## src/hw/rtl/rhc_pkg.sv

```systemverilog
// ============================================================================
// rhc_pkg
// Shared types and constants of the RGB to HSV colour converter.
// ============================================================================
`default_nettype none

package rhc_pkg;

  localparam int CHANNEL_BITS      = 8;
  localparam int HUE_FRACTION_BITS = 6;
  localparam int HUE_BITS          = 15;
  localparam int SAT_BITS          = 16;

  // Divider shape: the quotient never needs more than SAT_BITS bits.
  localparam int DIV_DEN_BITS = CHANNEL_BITS;
  localparam int DIV_QUO_BITS = SAT_BITS;
  localparam int DIV_NUM_BITS = DIV_DEN_BITS + DIV_QUO_BITS;

  localparam int SAT_FULL  = (1 << SAT_BITS) - 1;
  localparam int HUE_SIXTY = 60 << HUE_FRACTION_BITS;

  localparam logic [HUE_BITS-1:0] HUE_GREEN = HUE_BITS'(2 * HUE_SIXTY);
  localparam logic [HUE_BITS-1:0] HUE_BLUE  = HUE_BITS'(4 * HUE_SIXTY);
  localparam logic [HUE_BITS-1:0] HUE_FULL  = HUE_BITS'(360 << HUE_FRACTION_BITS);

  // Cycles from the accepting edge to the edge that takes the result.
  localparam int RHC_LATENCY = DIV_QUO_BITS + 3;

  typedef enum logic [1:0] {
    SECT_RED,
    SECT_GREEN,
    SECT_BLUE
  } sector_t;

  typedef struct packed {
    logic [CHANNEL_BITS-1:0] red;
    logic [CHANNEL_BITS-1:0] green;
    logic [CHANNEL_BITS-1:0] blue;
  } rhc_in_t;

  typedef struct packed {
    logic [HUE_BITS-1:0]     hue;
    logic [SAT_BITS-1:0]     saturation;
    logic [CHANNEL_BITS-1:0] brightness;
    logic                    achromatic;
  } rhc_out_t;

  // One classified pixel, queued between front and back.
  typedef struct packed {
    logic [DIV_NUM_BITS-1:0] sat_num;
    logic [DIV_DEN_BITS-1:0] sat_den;
    logic [DIV_NUM_BITS-1:0] hue_num;
    logic [DIV_DEN_BITS-1:0] hue_den;
    sector_t                 sector;
    logic                    neg;
    logic                    achro;
    logic [CHANNEL_BITS-1:0] bright;
  } rhc_job_t;

  typedef struct packed {
    logic full;
    logic empty;
  } fifo_status_t;

endpackage

`default_nettype wire

```

## src/hw/rtl/rgb_to_hsv_converter_top.sv

```systemverilog
// ============================================================================
// rgb_to_hsv_converter_top
// RGB to HSV colour converter: classifying front, queue, divider back end.
// ============================================================================
// Throughput: one pixel per clock; busy stays low in use, as the back end
// drains the queue every cycle and the result side cannot stall.
// Path: an accepted pixel passes the front register, a queue entry, the
// 16-stage quotient pipeline and the output register before its strobe.
// Reset: synchronous, active low; clears the queue and all valid bits.
`default_nettype none

module rgb_to_hsv_converter_top (
  input  wire logic             clk,
  input  wire logic             rst_n,
  input  wire logic             start,
  output logic                  busy,
  input  wire rhc_pkg::rhc_in_t in_data,
  output logic                  out_strobe,
  output rhc_pkg::rhc_out_t     out_data
);
  import rhc_pkg::*;

  logic         front_vld;
  rhc_job_t     front_job, queue_job;
  fifo_status_t queue_status;

  rhc_front u_front (
    .clk         (clk),
    .rst_n       (rst_n),
    .start_i     (start),
    .in_data_i   (in_data),
    .fifo_full_i (queue_status.full),
    .busy_o      (busy),
    .job_vld_o   (front_vld),
    .job_o       (front_job)
  );

  rhc_fifo u_fifo (
    .clk         (clk),
    .rst_n       (rst_n),
    .push_i      (front_vld),
    .push_data_i (front_job),
    .pop_i       (1'b1),
    .pop_data_o  (queue_job),
    .status_o    (queue_status)
  );

  rhc_back u_back (
    .clk          (clk),
    .rst_n        (rst_n),
    .job_vld_i    (~queue_status.empty),
    .job_i        (queue_job),
    .out_strobe_o (out_strobe),
    .out_data_o   (out_data)
  );

endmodule

`default_nettype wire

```

## src/hw/rtl/rhc_front.sv

```systemverilog
// ============================================================================
// rhc_front
// Accepts a pixel, finds max, min and hue sector, and forms both dividends.
// ============================================================================
`default_nettype none

module rhc_front (
  input  wire logic              clk,
  input  wire logic              rst_n,
  input  wire logic              start_i,
  input  wire rhc_pkg::rhc_in_t  in_data_i,
  input  wire logic              fifo_full_i,
  output logic                   busy_o,
  output logic                   job_vld_o,
  output rhc_pkg::rhc_job_t      job_o
);
  import rhc_pkg::*;

  logic                    accept;
  logic                    job_vld_r, job_vld_nxt;
  rhc_job_t                job_r, job_nxt;
  logic [CHANNEL_BITS-1:0] r, g, b, mx_rg, mn_rg, mx, mn, delta, minu, subt, mag;
  logic                    neg;
  sector_t                 sector;

  assign busy_o    = job_vld_r & fifo_full_i;
  assign accept    = start_i & ~busy_o;
  assign job_vld_o = job_vld_r;
  assign job_o     = job_r;

  always_comb begin
    r      = in_data_i.red;
    g      = in_data_i.green;
    b      = in_data_i.blue;
    mx_rg  = (r > g) ? r : g;
    mn_rg  = (r < g) ? r : g;
    mx     = (b > mx_rg) ? b : mx_rg;
    mn     = (b < mn_rg) ? b : mn_rg;
    delta  = mx - mn;
    // Ties go to red first, then green.
    if (r == mx) begin
      sector = SECT_RED;
      minu   = g;
      subt   = b;
    end else if (g == mx) begin
      sector = SECT_GREEN;
      minu   = b;
      subt   = r;
    end else begin
      sector = SECT_BLUE;
      minu   = r;
      subt   = g;
    end
    neg = subt > minu;
    mag = neg ? (subt - minu) : (minu - subt);

    job_nxt         = job_r;
    job_nxt.sat_num = DIV_NUM_BITS'(delta) * DIV_NUM_BITS'(SAT_FULL);
    job_nxt.sat_den = mx;
    job_nxt.hue_num = DIV_NUM_BITS'(mag) * DIV_NUM_BITS'(HUE_SIXTY);
    job_nxt.hue_den = delta;
    job_nxt.sector  = sector;
    job_nxt.neg     = neg;
    job_nxt.achro   = (delta == '0);
    job_nxt.bright  = mx;
  end

  assign job_vld_nxt = accept | busy_o;

  always_ff @(posedge clk) begin
    if (!rst_n) begin
      job_vld_r <= 1'b0;
    end else begin
      job_vld_r <= job_vld_nxt;
    end
  end

  always_ff @(posedge clk) begin
    if (accept) begin
      job_r <= job_nxt;
    end
  end

endmodule

`default_nettype wire

```

## src/hw/rtl/rhc_fifo.sv

```systemverilog
// ============================================================================
// rhc_fifo
// Two-entry queue of classified pixels between front and back.
// ============================================================================
`default_nettype none

module rhc_fifo (
  input  wire logic              clk,
  input  wire logic              rst_n,
  input  wire logic              push_i,
  input  wire rhc_pkg::rhc_job_t push_data_i,
  input  wire logic              pop_i,
  output rhc_pkg::rhc_job_t      pop_data_o,
  output rhc_pkg::fifo_status_t  status_o
);
  import rhc_pkg::*;

  rhc_job_t   entry_r [0:1];
  logic       wr_ptr_r, wr_ptr_nxt;
  logic       rd_ptr_r, rd_ptr_nxt;
  logic [1:0] count_r, count_nxt;
  logic       do_push, do_pop;

  assign status_o.full  = (count_r == 2'd2);
  assign status_o.empty = (count_r == 2'd0);
  assign do_push        = push_i & ~status_o.full;
  assign do_pop         = pop_i & ~status_o.empty;
  assign pop_data_o     = entry_r[rd_ptr_r];

  always_comb begin
    wr_ptr_nxt = wr_ptr_r ^ do_push;
    rd_ptr_nxt = rd_ptr_r ^ do_pop;
    count_nxt  = count_r + {1'b0, do_push} - {1'b0, do_pop};
  end

  always_ff @(posedge clk) begin
    if (!rst_n) begin
      wr_ptr_r <= 1'b0;
      rd_ptr_r <= 1'b0;
      count_r  <= 2'd0;
    end else begin
      wr_ptr_r <= wr_ptr_nxt;
      rd_ptr_r <= rd_ptr_nxt;
      count_r  <= count_nxt;
    end
  end

  always_ff @(posedge clk) begin
    if (do_push) begin
      entry_r[wr_ptr_r] <= push_data_i;
    end
  end

endmodule

`default_nettype wire

```

## src/hw/rtl/rhc_div.sv

```systemverilog
// ============================================================================
// rhc_div
// Pipelined restoring divider, one quotient bit per stage.
// ============================================================================
`default_nettype none

module rhc_div #(
  parameter int DEN_BITS = rhc_pkg::DIV_DEN_BITS,
  parameter int QUO_BITS = rhc_pkg::DIV_QUO_BITS
) (
  input  wire logic                         clk,
  input  wire logic [DEN_BITS+QUO_BITS-1:0] num_i,
  input  wire logic [DEN_BITS-1:0]          den_i,
  output logic [QUO_BITS-1:0]               quo_o
);
  localparam int NUM_BITS = DEN_BITS + QUO_BITS;

  // The dividend is known to be below den * 2**QUO_BITS, so its top
  // DEN_BITS bits start out as a remainder smaller than the divisor.
  logic [DEN_BITS-1:0] rem_r [1:QUO_BITS-1];
  logic [DEN_BITS-1:0] den_r [1:QUO_BITS-1];
  logic [QUO_BITS-1:0] low_r [1:QUO_BITS-1];
  logic [QUO_BITS-1:0] quo_r [1:QUO_BITS];

  assign quo_o = quo_r[QUO_BITS];

  for (genvar k = 0; k < QUO_BITS; k++) begin : g_stage
    logic [DEN_BITS-1:0] rem_in, den_in;
    logic [QUO_BITS-1:0] low_in, quo_in;
    logic [DEN_BITS:0]   trial;
    logic                take;

    if (k == 0) begin : g_first
      assign rem_in = num_i[NUM_BITS-1:QUO_BITS];
      assign low_in = num_i[QUO_BITS-1:0];
      assign den_in = den_i;
      assign quo_in = '0;
    end else begin : g_next
      assign rem_in = rem_r[k];
      assign low_in = low_r[k];
      assign den_in = den_r[k];
      assign quo_in = quo_r[k];
    end

    assign trial = {rem_in, low_in[QUO_BITS-1]};
    assign take  = (trial >= {1'b0, den_in});

    always_ff @(posedge clk) begin
      quo_r[k+1] <= {quo_in[QUO_BITS-2:0], take};
    end

    if (k < QUO_BITS - 1) begin : g_carry
      always_ff @(posedge clk) begin
        rem_r[k+1] <= take ? DEN_BITS'(trial - {1'b0, den_in}) : trial[DEN_BITS-1:0];
        low_r[k+1] <= {low_in[QUO_BITS-2:0], 1'b0};
        den_r[k+1] <= den_in;
      end
    end
  end

endmodule

`default_nettype wire

```

## src/hw/rtl/rhc_back.sv

```systemverilog
// ============================================================================
// rhc_back
// Runs both divisions, carries the pixel alongside and assembles the result.
// ============================================================================
`default_nettype none

module rhc_back (
  input  wire logic              clk,
  input  wire logic              rst_n,
  input  wire logic              job_vld_i,
  input  wire rhc_pkg::rhc_job_t job_i,
  output logic                   out_strobe_o,
  output rhc_pkg::rhc_out_t      out_data_o
);
  import rhc_pkg::*;

  typedef struct packed {
    sector_t                 sector;
    logic                    neg;
    logic                    achro;
    logic [CHANNEL_BITS-1:0] bright;
  } side_t;

  logic [DIV_QUO_BITS-1:0] sat_q, hue_q;
  side_t                   side_r [1:DIV_QUO_BITS];
  logic [DIV_QUO_BITS:1]   vld_r;
  logic [HUE_BITS-1:0]     frac, base, hue;
  side_t                   tail;
  logic                    out_strobe_r;
  rhc_out_t                out_data_r, out_data_nxt;

  rhc_div #(.DEN_BITS(DIV_DEN_BITS), .QUO_BITS(DIV_QUO_BITS)) u_sat_div (
    .clk   (clk),
    .num_i (job_i.sat_num),
    .den_i (job_i.sat_den),
    .quo_o (sat_q)
  );

  rhc_div #(.DEN_BITS(DIV_DEN_BITS), .QUO_BITS(DIV_QUO_BITS)) u_hue_div (
    .clk   (clk),
    .num_i (job_i.hue_num),
    .den_i (job_i.hue_den),
    .quo_o (hue_q)
  );

  always_ff @(posedge clk) begin
    if (!rst_n) begin
      vld_r <= '0;
    end else begin
      vld_r <= {vld_r[DIV_QUO_BITS-1:1], job_vld_i};
    end
  end

  always_ff @(posedge clk) begin
    side_r[1] <= '{sector: job_i.sector, neg: job_i.neg, achro: job_i.achro,
                   bright: job_i.bright};
    for (int i = 2; i <= DIV_QUO_BITS; i++) begin
      side_r[i] <= side_r[i-1];
    end
  end

  always_comb begin
    tail = side_r[DIV_QUO_BITS];
    frac = hue_q[HUE_BITS-1:0];
    case (tail.sector)
      SECT_RED:   base = '0;
      SECT_GREEN: base = HUE_GREEN;
      SECT_BLUE:  base = HUE_BLUE;
      default:    base = '0;
    endcase
    // Only the red sector can go below zero, and then wraps by a full turn.
    if (!tail.neg) begin
      hue = base + frac;
    end else if (tail.sector == SECT_RED) begin
      hue = HUE_FULL - frac;
    end else begin
      hue = base - frac;
    end
    out_data_nxt.hue        = tail.achro ? '0 : hue;
    out_data_nxt.saturation = tail.achro ? '0 : sat_q;
    out_data_nxt.brightness = tail.bright;
    out_data_nxt.achromatic = tail.achro;
  end

  always_ff @(posedge clk) begin
    if (!rst_n) begin
      out_strobe_r <= 1'b0;
    end else begin
      out_strobe_r <= vld_r[DIV_QUO_BITS];
    end
  end

  always_ff @(posedge clk) begin
    out_data_r <= out_data_nxt;
  end

  assign out_strobe_o = out_strobe_r;
  assign out_data_o   = out_data_r;

endmodule

`default_nettype wire

```

## config.mk

```make
export PLATFORM = sky130hd
export DESIGN_NAME = rgb_to_hsv_converter_top
export DESIGN_NICKNAME = d
export VERILOG_FILES = /design/src/hw/rtl/rhc_pkg.sv /design/src/hw/rtl/rgb_to_hsv_converter_top.sv /design/src/hw/rtl/rhc_front.sv /design/src/hw/rtl/rhc_fifo.sv /design/src/hw/rtl/rhc_div.sv /design/src/hw/rtl/rhc_back.sv
export SDC_FILE = /design/constraint.sdc
export NUM_CORES = 2
export LEC_CHECK = 0
export BUFFER_PORTS_ARGS = -buffer_cell sky130_fd_sc_hd__buf_2
export CELL_PAD_IN_SITES_DETAIL_PLACEMENT = 0
export CELL_PAD_IN_SITES_GLOBAL_PLACEMENT = 1
export CORE_UTILIZATION = 47
export DETAILED_ROUTE_END_ITERATION = 8
export PLACE_DENSITY_LB_ADDON = 0.2
export SYNTH_ARGS = -nofsm -noshare
export SYNTH_HDL_FRONTEND = slang
export SYNTH_HIERARCHICAL = 1
export SYNTH_SLANG_ARGS = --single-unit
export TNS_END_PERCENT = 50
```

## constraint.sdc

```tcl
create_clock -name clk -period 11 [get_ports clk]
set_clock_uncertainty 0.15 [all_clocks]
set_input_delay 1.1 -clock clk [delete_from_list [all_inputs] [get_ports clk]]
set_output_delay 1.1 -clock clk [all_outputs]
set_load 0.05 [all_outputs]
```

==> summary.txt <==
Run status
  – Outcome: complete, no violations

Timing
  – Slew Limit Headroom: 35.62%
  – Hold Vio Cnt, Final: 0
  – Fin crit period: 10.27 ns
  – Slew @ Worst Pin: 0.9657 ns
  – RSZ-0062 raised after global routing: false
  – Fmax: 97.36 MHz
  – Tcrit/Tclk final: 93.38%
  – Fin worst setup slack: 0.7284 ns
  – Setup_tns: 0 ns
  – Final setup viols: 0
  – Slew Limit Fails: 0

Hold path
  – HP Class: register to register
  – Hold depth: 0
  – Min-Delay Startpoint: u_back/side_r[0][58]
  – Hold Path End: u_back/side_r[0][70]

Route
  – Drt drc: 0
  – Initial drt markers: 1,080
  – Via count: 29,508
  – Drt first pass iters: 5
  – Routed Antenna Nets: 0
  – DR WL/cell: 13.76 um
  – Avg Vias per Cell: 4.746
  – Wirelength, routed: 85,540 um

Clock tree
  – Cts hold-fix bufs: 0
  – Cts bufs inserted: 147
  – CTS tree: done
  – Clk buf depth: 3
  – H-tree Lvls: 4
  – CTS Root Cell: clkbuf_16
  – Skew-Pair Late Insertion Delay: 0.73 ns
  – Clk sinks: 1,438
  – Clk slew on worst S/H paths: 0.06 ns

Worst setup path
  – Critical Path AT: 10.60 ns
  – CP max FO: 10
  – Nature of the critical path endpoint: register
  – Critical path's largest stage delay: 0.51 ns
  – Slowest CP cell: fa_1
  – R2R depth: 8
  – CP Class: input port to register
  – Worst path required time: 11.33 ns
  – RR Endpoint: u_back/u_sat_div/rem_r[0][6]
  – Startpoint Class: input port
  – R2R Setup Slk: 7.12 ns

Cells and area
  – Nets@finish: 5,084
  – Fillers: 9,459
  – Sequential Area: 30,860 um2
  – Multi-input gate area: 19,880 um2
  – Area Growth Syn to Fin: 14.25%
  – Diode count: 0
  – Share of cells above drive strength 1: 14.88%
  – Design area: 60,550 um2

Synthesis
  – Post-Syn Area: 53,000 um2
  – Yosys warns: 6
  – Post-Synthesis Cells: 4,361
  – Mapped Avg Cell Area: 12.15 um2

Place
  – Dpl hpwl: 62,420 um
  – Quantity of I/O buffers inserted on ports: 68
  – Placed cell area: 55,480 um2
  – Dpl ws: -0.1485 ns
  – Gpl congestion: 0.8349

GRT
  – Vias in the first global route: 30,081
  – First-pass GRT wire length: 143,600 um
  – Grt total ovfl: 0
  – Largest net degree at the start of global routing: 65
  – Total GRT Usage: 15.43%
  – Initial antenna violation count: 1

Floorplanning
  – Die Span Y: 337.8 um
  – I/O pins: 69
  – Initial Utilization: 47.63%
  – Core box area: 111,300 um2
  – Die ar.: 114,100 um2
  – # rows: 122
  – Die Wd: 337.8 um

Job
  – Maxcap violations: 0
## critical path: cells and delay by family
family | cells | cell delay (ns)
multiplexers | 4 | 1.02
XOR/XNOR | 3 | 0.47
AO/OA/AOI/OAI | 23 | 3.97
buffers and inverters | 6 | 0.76
AND/OR/NAND/NOR | 4 | 0.68
adder cells (fa/ha/maj) | 7 | 2.59
## cell type report
cell class                      instances  area share [%]
Timing Repair Buffer                  158           1.678
Clock buffer                          204           6.930
Inverter                              505           3.130
Clock inverter                         63           1.382
Tap cell                             1488           3.075
Sequential cell                      1438           50.97
Multi-Input combinational cell       2362           32.84
## metrics by stage
stage	cells	hold WS (ns)	util, %
after floorplan	4372	0.1596	-
after global placement	5948	0.1595	49.86
after detailed placement	5948	0.1621	49.86
after CTS	6215	0.1459	54.38
after global routing	6218	0.1558	54.42
final	6218	0.1543	54.42
## worst max-delay path by stage
stage	from	end	cells after the start
3_5_place_dp	in_data[13]	u_front/job_o[39]	47
2_1_floorplan	in_data[13]	u_front/job_o[39]	46
4_1_cts	in_data[13]	u_front/job_o[39]	47
6_report	in_data[13]	u_front/job_o[39]	47
3_3_place_gp	in_data[11]	u_front/job_o[39]	47
5_1_grt	in_data[13]	u_front/job_o[39]	50
## state kept, by name (all words and copies together), names as in the netlist, 2 cells and up, named ones only
register and cells:
u_back/u_hue_div/quo_r 120, u_back/u_hue_div/low_r 120, u_fifo/count_r 2, u_back/u_sat_div/quo_r 136, u_back/u_sat_div/rem_r 120, u_back/side_r 192, u_back/out_data_o 40, u_back/vld_r 16
u_back/u_sat_div/low_r 120, u_back/u_hue_div/den_r 120, u_back/u_sat_div/den_r 120, u_back/u_hue_div/rem_r 120, u_front/job_o 55, u_fifo/entry_r 152
## timing repair
item,4_1_cts,5_1_grt
endpoints found under the setup margin,0,4
resized for setup,0,5
buffers inserted,0,3
## routing by layer
metal / up-vias / GRT usage, % / share of wire (%)
met5: - / 0 / 0
met4: 0 / 6.421 / 2.9
met3: 178 / 2.929 / 3.3
met2: 361 / 26.69 / 48
met1: 13622 / 18.78 / 46
li1: 15347 / - / -
## placed cells by master (no fill, tap or decap), types with 12 or more instances in the layout
cell       count
dfxtp_1     1230
inv_1        505
ha_1         374
edfxtp_1     207
a21oi_1      199
nor2_1       194
o21ai_0      159
clkbuf_16    149
xnor2_1      129
mux2_2       126
nand2_1      115
buf_4         90
mux2i_1       79
mux2_4        76
nor2b_1       73
fa_1          69
buf_2         68
a21o_1        68
nand2b_1      67
o21a_1        57
xor2_1        54
a21boi_0      46
nand3_1       46
and2_1        30
clkbuf_1      28
a211oi_1      27
clkbuf_8      26
a31o_2        26
clkinv_2      23
o21ai_1       23
nor3_1        21
o211ai_1      21
or3_1         21
o21bai_1      19
and3_1        16
o31a_1        14
o31ai_1       13
nand4_1       13
conb_1        13
bufinv_16     12
Power is not shown: default switching activity piles up to over one toggle a cycle in this logic, so the estimate is an artifact.
